<file path="config.mk">
export PLATFORM = sky130hd
export DESIGN_NAME = sacl_ram
export DESIGN_NICKNAME = d
export VERILOG_FILES = /design/src/sacl_ram.sv
export SDC_FILE = /design/constraint.sdc
export NUM_CORES = 1
export LEC_CHECK = 0
export BUFFER_PORTS_ARGS = -buffer_cell sky130_fd_sc_hd__clkbuf_2
export CORE_MARGIN = 1.5
export CORE_UTILIZATION = 50
export CTS_BUF_LIST = sky130_fd_sc_hd__clkbuf_16
export DETAILED_ROUTE_END_ITERATION = 12
export GPL_TIMING_DRIVEN = 0
export PLACE_DENSITY = 0.7
export SETUP_SLACK_MARGIN = 0.05
export SYNTH_ARGS = -nofsm -noshare
export SYNTH_HDL_FRONTEND = slang
export SYNTH_SLANG_ARGS = --single-unit
export TNS_END_PERCENT = 20
</file>
<file path="constraint.sdc">
create_clock -name clk_i -period 2 [get_ports clk_i]
set_clock_uncertainty 0.1 [all_clocks]
set_input_delay 0.5 -clock clk_i [delete_from_list [all_inputs] [get_ports clk_i]]
set_output_delay 0.5 -clock clk_i [all_outputs]
set_load 0.02 [all_outputs]
</file>
<file path="src/sacl_ram.sv">
// Generic single-write, single-read RAM with a registered read port.
// No dependencies.
module sacl_ram #(
  parameter int WIDTH = 8,
  parameter int DEPTH = 16,
  localparam int AW   = (DEPTH > 1) ? $clog2(DEPTH) : 1
) (
  input  logic             clk_i,
  input  logic             we_i,
  input  logic [AW-1:0]    waddr_i,
  input  logic [WIDTH-1:0] wdata_i,
  input  logic             re_i,
  input  logic [AW-1:0]    raddr_i,
  output logic [WIDTH-1:0] rdata_o
);

  logic [WIDTH-1:0] mem_q [DEPTH];
  logic [WIDTH-1:0] rdata_q;

  // Write port
  always_ff @(posedge clk_i) begin
    if (we_i) begin
      mem_q[waddr_i] <= wdata_i;
    end
  end

  // Registered read, hold data when not reading
  always_ff @(posedge clk_i) begin
    if (re_i) begin
      rdata_q <= mem_q[raddr_i];
    end
  end

  assign rdata_o = rdata_q;

endmodule

</file>
==> results of run 1 <==
[what timing repair did]
item	4_1_cts	5_1_grt
hold endpoints to repair	0	0
pin swaps	0	0
setup endpoints to repair	8	16
gates resized for setup	1	1
hold buffers	0	0
[sequential cells by signal (all words and copies together) (netlist names)]
register / flops
mem_q: 128
rdata_o: 8
[how the worst max path moves through the flow]
stage | depth (start not counted) | endpoint | start
CTS | 3 | mem_q[4][2]$_DFFE_PP_ | waddr_i[3]
floorplan | 5 | rdata_o[1]$_DFFE_PP_ | raddr_i[0]
global route | 3 | mem_q[12][1]$_DFFE_PP_ | we_i
detailed placement | 3 | mem_q[8][2]$_DFFE_PP_ | waddr_i[2]
finish | 3 | mem_q[3][2]$_DFFE_PP_ | waddr_i[2]
global placement | 3 | mem_q[8][1]$_DFFE_PP_ | waddr_i[2]
[area by class of cell]
| class | count | area share, % |
|---|---|---|
| Sequential cell | 136 | 66.6 |
| Timing Repair Buffer | 25 | 2.04 |
| Tap cell | 136 | 2.78 |
| Buffer | 10 | 1.41 |
| Clock inverter | 14 | 2.69 |
| Clock buffer | 17 | 6.94 |
| Multi-Input combinational cell | 83 | 17.5 |
[critical path: cells and delay by family]
kind / cells / cell delay, ps
AND/OR/NAND/NOR: 2 / 1170
buffers and inverters: 1 / 100
[placed cells by master, fill, tap and decap left out, drive strengths merged]
| master | count |
|---|---|
| edfxtp | 136 |
| clkbuf | 42 |
| mux4 | 32 |
| a22oi | 16 |
| nor2 | 13 |
| nand2 | 9 |
| clkinv | 7 |
| buf | 7 |
| bufinv | 4 |
| nor3 | 4 |
| clkdlybuf4s25 | 3 |
| nand3b | 2 |
| nand2b | 2 |
| inv | 2 |
| nor2b | 1 |
| and2 | 1 |
| and2b | 1 |
| nand3 | 1 |
| or3b | 1 |
| clkinvlp | 1 |
[stage by stage]
step	utilization, %	TNS, ps	worst slack (ps)
2_1_floorplan	-	0	118
3_3_place_gp	54.0	-15430	-379
3_5_place_dp	54.0	-17820	-372
4_1_cts	59.9	0	101
5_1_grt	59.9	0	34.9
6_report	59.9	0	145
[power by group]
part	internal (mW)	switching (mW)
sequential	3.21	0.0141
clock	2.04	1.05
combinational	0.123	0.191
[logic make-up after synthesis]
family	count (synthesis)	synth area share (%)
compound gates	16	2.30
simple gates	35	3.14
buf+inv	10	1.65
flops	136	78.1
mux	32	14.8
[per-layer routing]
layer  GRT usage [%]  wire length (um)  up-vias
li1                -                 -     1074
met5               0                 0        -
met3            5.69               565       15
met4            6.75               199        0
met2            29.5              4800      102
met1            25.5              3990     1210
==> metrics.cfg, run 1 <==
[sta]
fin_worst_hold_slack_ps=347
timing.final.setup_violations=0
maxClockFrequency_mhz=539
period_share_pct=92.8
timing_hold_violations_final=0
rsz_0062_raised_after_global_routing=true
worst_slew_pin_slew_ps=1150
max-slew-margin-rel_pct=22.9
final-max-slew-violation-count=0
fin_crit_ps=1860

[synthesis]
syn_inst=229
synth.distinct_cells=18
synthesis.yosys.warnings=0
synth-edff-count=136
synth.cells.most_frequent=sky130_fd_sc_hd__edfxtp_1, sky130_fd_sc_hd__mux4_2, sky130_fd_sc_hd__a22oi_1
synth.cell_area_sq_mm=0.00523
mappedNetlistNets=248
proportion_of_netlist_area_held_by_the_largest_area_contributor_pct=78.1
synth_area_leaders=sky130_fd_sc_hd__edfxtp_1, sky130_fd_sc_hd__mux4_2, sky130_fd_sc_hd__mux4_1
post-synth-top-area-cell=sky130_fd_sc_hd__edfxtp_1
synth-seq-area-share_pct=78.1
syn_avg_cell_area_sq_um=22.8
yosys_register_bits=136
yosys_most_used_dff=sky130_fd_sc_hd__edfxtp_1
asyncSetResetFlopFracSynth_pct=0
post-synth-top-count-cell=sky130_fd_sc_hd__edfxtp_1

[worst_setup_path]
r2r-start=mem_q[3][7]$_DFFE_PP_
r2r_end=rdata_o[7]$_DFFE_PP_
rrSetupSlack_ps=340
crit_chain=clkbuf_2, or3b_2, nor2_1
worst-setup-path-type=in -> reg
r2r.worst_path.cells=3
slowest_stage=sky130_fd_sc_hd__nor2_1
startpoint_type=primary input
worst_ep_required_time_ps=1930
critical_path_peak_fanout=8
cp.arrival_ps=1780
setup.worst_path.end_class=flop
slowest_delay_ps=630

[min_path]
worst_min_path_start=re_i
worst_hold_path.endpoint=rdata_o[1]$_DFFE_PP_
min_delay_path_depth=1
worst_min_delay_path_class=in -> reg

[cts]
worst_skew_pair.late_latency_ps=410
cts_buf_count=17
sink_count_of_the_clock_tree=136
cts_tree=yes
clock_path_buffers=2
htree_levels=4
clk_pin_slew_worst_paths_ps=50
cts_root_buf=sky130_fd_sc_hd__clkbuf_16
post_cts.repair.setup_buffers=0

[layout]
nets=292
final_design_area_no_fill_sq_mm=0.00613
drive_above_1_share_pct=28.8
filler_cell_count=733
antenna_cells=0
seqCellArea_sq_mm=0.00408
areaGrowthSynthToFinish_pct=17.2
instances_no_fill=421
multi_input_comb_area_sq_mm=0.00107

[floorplan]
initial_core_utilization_pct=51.1
die-height_um=105
design.die.area_sq_mm=0.0111
die_width_um=105
core_area_sq_mm=0.0102
placement_rows=37
top_level_ports=27

[route]
route.antenna.remaining_nets=0
detailedRoute.firstIterationViolations=149
via_count=2401
finalWirelength_um=9550
firstDrtPassIters=5
post-route-drc-count=0
wl_per_cell_um=22.7
via_per_inst=5.70

[grt]
antenna_found_initial=0
first_pass_grt_wire_length_um=14200
grt_overflow_total=0
number_of_global_route_vias_before_repair=2393
maximum_number_of_pins_on_one_net_before_global_route_repair=17
grtUsageTotal_pct=18.9

[placed_design]
dpl_cell_area_sq_mm=0.00553
place_hpwl_um=5890
dp.cells=390
io_buffers=25
gpl_wtd_cong=0.689

[job]
drv.max_cap_violation_count=0

[power_and_ir_drop]
finalPower_mw=6.64
power.density_mw_per_mm2=1080
leakagePower_nw=2.06
ir_worst_vdd_uv=649

[outcome]
status=finished clean

No activity file was read; power rests on OpenSTA's default activity.
==> run 2, diff against run 1 <==
--- a/config.mk
+++ b/config.mk
@@ -12,6 +12,7 @@
 export DETAILED_ROUTE_END_ITERATION = 12
 export GPL_TIMING_DRIVEN = 0
 export PLACE_DENSITY = 0.7
+export REMOVE_ABC_BUFFERS = 1
 export SETUP_SLACK_MARGIN = 0.05
 export SYNTH_ARGS = -nofsm -noshare
 export SYNTH_HDL_FRONTEND = slang
==> constraint.sdc (replaced) <==
create_clock -name clk_i -period 2 [get_ports clk_i]
set_clock_uncertainty 0.1 [all_clocks]
set_input_delay 0.2 -clock clk_i [delete_from_list [all_inputs] [get_ports clk_i]]
set_output_delay 0.2 -clock clk_i [all_outputs]
set_load 0.02 [all_outputs]
==> metrics.cfg, run 2 (same netlist as run 1, synthesis figures left out) <==
[outcome]
status=finished clean  ; unchanged

[route]
wl_per_cell_um=23.0  ; was 22.7 um
via_per_inst=5.77  ; was 5.70
firstDrtPassIters=5  ; unchanged
finalWirelength_um=9480  ; was 9550 um
highest-signal-layer=met4  ; unchanged
route.antenna.remaining_nets=0  ; unchanged
met3WireLength_um=568  ; was 565 um
via_count=2385  ; was 2401
m1WireLength_um=4130  ; was 3990 um
detailedRoute.firstIterationViolations=178  ; was 149
met2WireLength_um=4710  ; was 4800 um
post-route-drc-count=0  ; unchanged

[layout]
utilization_pct=59.0  ; was 59.9%
areaGrowthSynthToFinish_pct=15.4  ; was 17.2%
drive_above_1_share_pct=26.7  ; was 28.8%
nets=285  ; was 292
largest_reg_flops=128  ; unchanged
highest_count_cells_in_the_layout_ignoring_fill_and_taps=sky130_fd_sc_hd__edfxtp_1, sky130_fd_sc_hd__clkbuf_2, sky130_fd_sc_hd__mux4_2  ; unchanged
final_common_cell=sky130_fd_sc_hd__edfxtp_1  ; unchanged
antenna_cells=0  ; unchanged
instances_no_fill=413  ; was 421
regMostFlops=mem_q  ; unchanged

[worst_setup_path]
critical_path_peak_fanout=32  ; was 8
startpoint_type=primary input  ; unchanged
slowest_stage=sky130_fd_sc_hd__mux4_1  ; was sky130_fd_sc_hd__nor2_1
worst-setup-path-type=in -> reg  ; unchanged
rrSetupSlack_ps=300  ; was 340 ps
critPathTopFamily=multiplexers  ; was simple AND/OR/NAND/NOR gates
slowest_delay_ps=640  ; was 630 ps
cp.arrival_ps=1850  ; was 1780 ps
crit_chain=clkbuf_4, mux4_1, a22oi_1, nand2_1  ; was clkbuf_2, or3b_2, nor2_1
worst_ep_required_time_ps=2030  ; was 1930 ps
critical_path_buf_inv_count=1  ; unchanged
setup.worst_path.end_class=flop  ; unchanged

[floorplan]
core_area_sq_mm=0.0102  ; unchanged
die-height_um=105  ; unchanged
design.die.area_sq_mm=0.0111  ; unchanged
die_width_um=105  ; unchanged
top_level_ports=27  ; unchanged
placement_rows=37  ; unchanged
initial_core_utilization_pct=51.1  ; unchanged

[placed_design]
dp.cells=382  ; was 390
dp_worst_setup_slack_ps=-637  ; was -372 ps
io_buffers=26  ; was 25
gpl_wtd_cong=0.695  ; was 0.689
place_hpwl_um=5680  ; was 5890 um

[grt]
maximum_number_of_pins_on_one_net_before_global_route_repair=33  ; was 17
grtUsageTotal_pct=18.5  ; was 18.9%
grt_overflow_total=0  ; unchanged
number_of_global_route_vias_before_repair=2346  ; was 2393
first_pass_grt_wire_length_um=14000  ; was 14200 um
antenna_found_initial=0  ; unchanged

[sta]
worst_slew_pin_slew_ps=981  ; was 1150 ps
rsz_0062_raised_after_global_routing=false  ; was true
finalWorstSetupSlack_ps=179  ; was 145 ps
max-slew-margin-rel_pct=34.3  ; was 22.9%
maxClockFrequency_mhz=549  ; was 539 MHz
final-max-slew-violation-count=0  ; unchanged
fin_crit_ps=1820  ; was 1860 ps
timing.final.setup_violations=0  ; unchanged
timing_hold_violations_final=0  ; unchanged
period_share_pct=91.1  ; was 92.8%

[power_and_ir_drop]
finalPower_mw=6.48  ; was 6.64 mW
power.switching_fraction_pct=19.1  ; was 19.0%
net-switching-power_mw=1.24  ; was 1.26 mW
power.share.clock_pct=45.6  ; was 46.6%
power.share.sequential_pct=49.8  ; was 48.6%
cellInternalPower_mw=5.24  ; was 5.38 mW
ir_worst_vdd_uv=627  ; was 649 uV
power.density_mw_per_mm2=1070  ; was 1080 mW/mm^2
comb_power_share_pct=4.5  ; was 4.7%
leakagePower_nw=2.01  ; was 2.06 nW

[cts]
clock_path_buffers=2  ; unchanged
worst_skew_pair.late_latency_ps=400  ; was 410 ps
clk_pin_slew_worst_paths_ps=50  ; about the same
htree_levels=4  ; unchanged
sink_count_of_the_clock_tree=136  ; unchanged
cts_root_buf=sky130_fd_sc_hd__clkbuf_16  ; unchanged
cts_tree=yes  ; unchanged
cts_buf_count=17  ; unchanged

[min_path]
worst_min_delay_path_class=in -> reg  ; unchanged

[job]
drv.max_cap_violation_count=0  ; unchanged

[run 2: layer usage]
layer | track usage, % | up-vias
li1 | - | 1054
met1 | 25.2 | 1233
met2 | 29.2 | 91
met3 | 5.13 | 7
met4 | 6.07 | 0
met5 | 0 | -
[run 2: cell type report]
class	count	area [sq um]
fillers	730	4200
well taps	136	170
clock buffers	17	425
repair buffers	28	148
clock inverters	13	140
multi-input cells	83	1070
flip-flops and latches	136	4080
[run 2: final timing paths]
check / startpoint / endpoint / cells after the start
setup / recovery: raddr_i[0] / rdata_o[0]$_DFFE_PP_ / 4
hold / removal: re_i / rdata_o[1]$_DFFE_PP_ / 1
setup reg to reg: mem_q[1][2]$_DFFE_PP_ / rdata_o[2]$_DFFE_PP_ / 3
hold reg to reg: mem_q[14][5]$_DFFE_PP_ / rdata_o[5]$_DFFE_PP_ / 3
[run 2: worst reg2reg max path: stages (launching register included)]
cell,delay [ps]
sky130_fd_sc_hd__edfxtp_1,360
sky130_fd_sc_hd__mux4_1,510
sky130_fd_sc_hd__a22oi_1,380
sky130_fd_sc_hd__nand2_1,90
[run 2: through the flow]
step / hold WS [ps] / setup TNS (ps) / cell area [sq um]
3_3_place_gp: 447 / -11020 / 5440
5_1_grt: 54.4 / 0 / 6030
3_5_place_dp: 455 / -7540 / 5450
2_1_floorplan: 199 / 0 / 5140
4_1_cts: 34.5 / 0 / 6020
6_report: 47.5 / 0 / 6030
[run 2: timing repair]
action,in CTS,in global routing
resized for setup,1,0
endpoints found under the hold margin,0,0
hold buffers,0,0
buffers inserted,0,0
setup endpoints to repair,8,0
[run 2: power by group through the flow]
stage	combinational (mW)	clock, mW	sequential, mW
after floorplan	0.128	0	3.30
after global placement	0.285	0	3.28
after detailed placement	0.293	0	3.29
after CTS	0.296	2.99	3.23
after global routing	0.315	3.10	3.23
final	0.293	2.96	3.23
==> run 3, diff against run 2 <==
--- a/config.mk
+++ b/config.mk
@@ -11,7 +11,7 @@
 export CTS_BUF_LIST = sky130_fd_sc_hd__clkbuf_16
 export DETAILED_ROUTE_END_ITERATION = 12
 export GPL_TIMING_DRIVEN = 0
-export PLACE_DENSITY = 0.7
+export PLACE_DENSITY_LB_ADDON = 0.08
 export REMOVE_ABC_BUFFERS = 1
 export SETUP_SLACK_MARGIN = 0.05
 export SYNTH_ARGS = -nofsm -noshare
==> constraint.sdc (replaced) <==
create_clock -name clk_i -period 2.35 [get_ports clk_i]
set_clock_uncertainty 0.1 [all_clocks]
set_input_delay 0.235 -clock clk_i [delete_from_list [all_inputs] [get_ports clk_i]]
set_output_delay 0.235 -clock clk_i [all_outputs]
set_load 0.02 [all_outputs]
==> metrics.cfg, run 3 (same netlist as run 1, synthesis figures left out) <==
[cts]
cts_tree=yes  ; unchanged
cts_buf_count=17  ; unchanged
clock_path_buffers=2  ; unchanged
cts_root_buf=sky130_fd_sc_hd__clkbuf_16  ; unchanged
sink_count_of_the_clock_tree=136  ; unchanged
clk_pin_slew_worst_paths_ps=50  ; about the same
worst_skew_pair.late_latency_ps=410  ; was 400 ps
hold_buffers=0  ; unchanged
htree_levels=4  ; unchanged

[placed_design]
dpl_cell_area_sq_mm=0.00544  ; was 0.00545 sq mm
gpl_wtd_cong=0.682  ; was 0.695
place_hpwl_um=5590  ; was 5680 um
io_buffers=26  ; unchanged
dp.cells=381  ; was 382

[route]
route.antenna.remaining_nets=0  ; unchanged
post-route-drc-count=0  ; unchanged
wl_per_cell_um=22.9  ; was 23.0 um
via_per_inst=5.69  ; was 5.77
detailedRoute.firstIterationViolations=159  ; was 178
firstDrtPassIters=5  ; unchanged
via_count=2348  ; was 2385
finalWirelength_um=9470  ; was 9480 um

[sta]
period_share_pct=89.2
fin_crit_ps=2100
maxClockFrequency_mhz=477
final-max-slew-violation-count=0  ; unchanged
max-slew-margin-rel_pct=7.62  ; was 34.3%
rsz_0062_raised_after_global_routing=false  ; unchanged
worst_slew_pin_slew_ps=1380  ; was 981 ps
timing_hold_violations_final=0  ; unchanged
timing.final.setup_violations=0  ; unchanged

[worst_setup_path]
worst-setup-path-type=in -> reg  ; unchanged
critPathTopFamily=buffers and inverters  ; was multiplexers
cp.arrival_ps=2140  ; was 1850 ps
critical_path_peak_fanout=32  ; unchanged
r2r_end=rdata_o[2]$_DFFE_PP_  ; unchanged
crit_chain=buf_2, mux4_1, a22oi_1, nand2_1  ; was clkbuf_4, mux4_1, a22oi_1, nand2_1
setup.worst_path.end_class=flop  ; unchanged
slowest_stage=sky130_fd_sc_hd__buf_2  ; was sky130_fd_sc_hd__mux4_1
rrSetupSlack_ps=710  ; was 300 ps
r2r.worst_path.cells=3  ; unchanged
worst_ep_required_time_ps=2390  ; was 2030 ps
startpoint_type=primary input  ; unchanged
r2r-start=mem_q[5][2]$_DFFE_PP_  ; was mem_q[1][2]$_DFFE_PP_
critical_path_buf_inv_count=1  ; unchanged
slowest_delay_ps=810  ; was 640 ps

[job]
drv.max_cap_violation_count=0  ; unchanged

[floorplan]
top_level_ports=27  ; unchanged
design.die.area_sq_mm=0.0111  ; unchanged
die-height_um=105  ; unchanged
placement_rows=37  ; unchanged
initial_core_utilization_pct=51.1  ; unchanged
core_area_sq_mm=0.0102  ; unchanged
die_width_um=105  ; unchanged

[power_and_ir_drop]
power.density_mw_per_mm2=941  ; was 1070 mW/mm^2
comb_power_share_pct=4.4  ; was 4.5%
leakagePower_nw=2.03  ; was 2.01 nW
finalPower_mw=5.70  ; was 6.48 mW
cellInternalPower_mw=4.59  ; was 5.24 mW
net-switching-power_mw=1.11  ; was 1.24 mW
power.switching_fraction_pct=19.5  ; was 19.1%
power.share.clock_pct=47.4  ; was 45.6%
ir_worst_vdd_uv=528  ; was 627 uV
power.share.sequential_pct=48.2  ; was 49.8%

[grt]
grtUsageTotal_pct=18.6  ; was 18.5%
first_pass_grt_wire_length_um=14200  ; was 14000 um
antenna_found_initial=0  ; unchanged
maximum_number_of_pins_on_one_net_before_global_route_repair=33  ; unchanged
number_of_global_route_vias_before_repair=2334  ; was 2346
grt_overflow_total=0  ; unchanged

[layout]
utilization_pct=59.2  ; was 59.0%
filler_cell_count=743  ; was 730
drive_above_1_share_pct=27.1  ; was 26.7%
areaGrowthSynthToFinish_pct=15.9  ; was 15.4%
instances_no_fill=413  ; unchanged
nets=283  ; was 285
highest_count_cells_in_the_layout_ignoring_fill_and_taps=sky130_fd_sc_hd__edfxtp_1, sky130_fd_sc_hd__clkbuf_2, sky130_fd_sc_hd__mux4_2  ; unchanged
regMostFlops=mem_q  ; unchanged
largest_reg_flops=128  ; unchanged
final_common_cell=sky130_fd_sc_hd__edfxtp_1  ; unchanged
multi_input_comb_area_sq_mm=0.00106  ; was 0.00107 sq mm
seqCellArea_sq_mm=0.00408  ; unchanged
final_design_area_no_fill_sq_mm=0.00606  ; was 0.00603 sq mm
antenna_cells=0  ; unchanged

[min_path]
worst_min_path_start=re_i  ; unchanged
worst_hold_path.endpoint=rdata_o[4]$_DFFE_PP_  ; was rdata_o[1]$_DFFE_PP_
min_delay_path_depth=1  ; unchanged
worst_min_delay_path_class=in -> reg  ; unchanged

[outcome]
status=finished clean  ; unchanged

run 3: cell types whose count changed in the layout (fill, tap and decap cells not counted), sizes merged:
cell,previous run,this run
clkinv,7,9
buf,2,1
bufinv,3,4
clkbuf,43,42
clkinvlp,1,0
run 3: how the worst max path moves through the flow:
| stage | start | endpoint | slack (ps) | depth (start not counted) |
|---|---|---|---|---|
| 6_report | raddr_i[0] | rdata_o[2]$_DFFE_PP_ | 250 | 4 |
| 5_1_grt | raddr_i[0] | rdata_o[2]$_DFFE_PP_ | 100 | 4 |
| 4_1_cts | raddr_i[0] | rdata_o[2]$_DFFE_PP_ | 110 | 4 |
| 3_5_place_dp | raddr_i[0] | rdata_o[2]$_DFFE_PP_ | -310 | 4 |
| 3_3_place_gp | raddr_i[0] | rdata_o[2]$_DFFE_PP_ | -310 | 4 |
| 2_1_floorplan | waddr_i[2] | mem_q[0][0]$_DFFE_PP_ | 520 | 2 |
run 3: repair_timing:
item / in CTS / in global routing
endpoints found under the hold margin: 0 / 0
setup endpoints to repair: 0 / 3
resized for setup: 0 / 1
setup buffers: 0 / 0
run 3: metrics by stage:
step | hold WS, ps | setup slack (ps) | setup TNS (ps)
after floorplan | 234 | 522 | 0
final | 103 | 253 | 0
after global placement | 501 | -308 | -2980
after detailed placement | 499 | -312 | -3320
after global routing | 94.0 | 100 | 0
after CTS | 78.3 | 114 | 0
run 3: layer usage:
metal  vias up  part of all wire, %  track usage (%)  routed length, um
li1       1057                    -                -                  -
met1      1213                   48             27.8               4540
met2        74                   47             27.4               4410
met3         4                  5.2             5.50                493
met4         0                 0.26             4.70                 25
met5         -                    0                0                  0
run 3: area by class of cell:
type	instances	area share (%)
Sequential cell	136	67.4
Multi-Input combinational cell	83	17.5
Clock buffer	17	7.02
Clock inverter	15	3.08
Tap cell	136	2.81
Timing Repair Buffer	26	2.15
run 3: power by group through the flow:
stage,Clock [mW],Combinational [mW],Sequential [mW]
6_report,2.70,0.253,2.75
5_1_grt,2.83,0.276,2.75
4_1_cts,2.74,0.257,2.75
3_5_place_dp,0,0.256,2.80
3_3_place_gp,0,0.254,2.79
2_1_floorplan,0,0.109,2.81
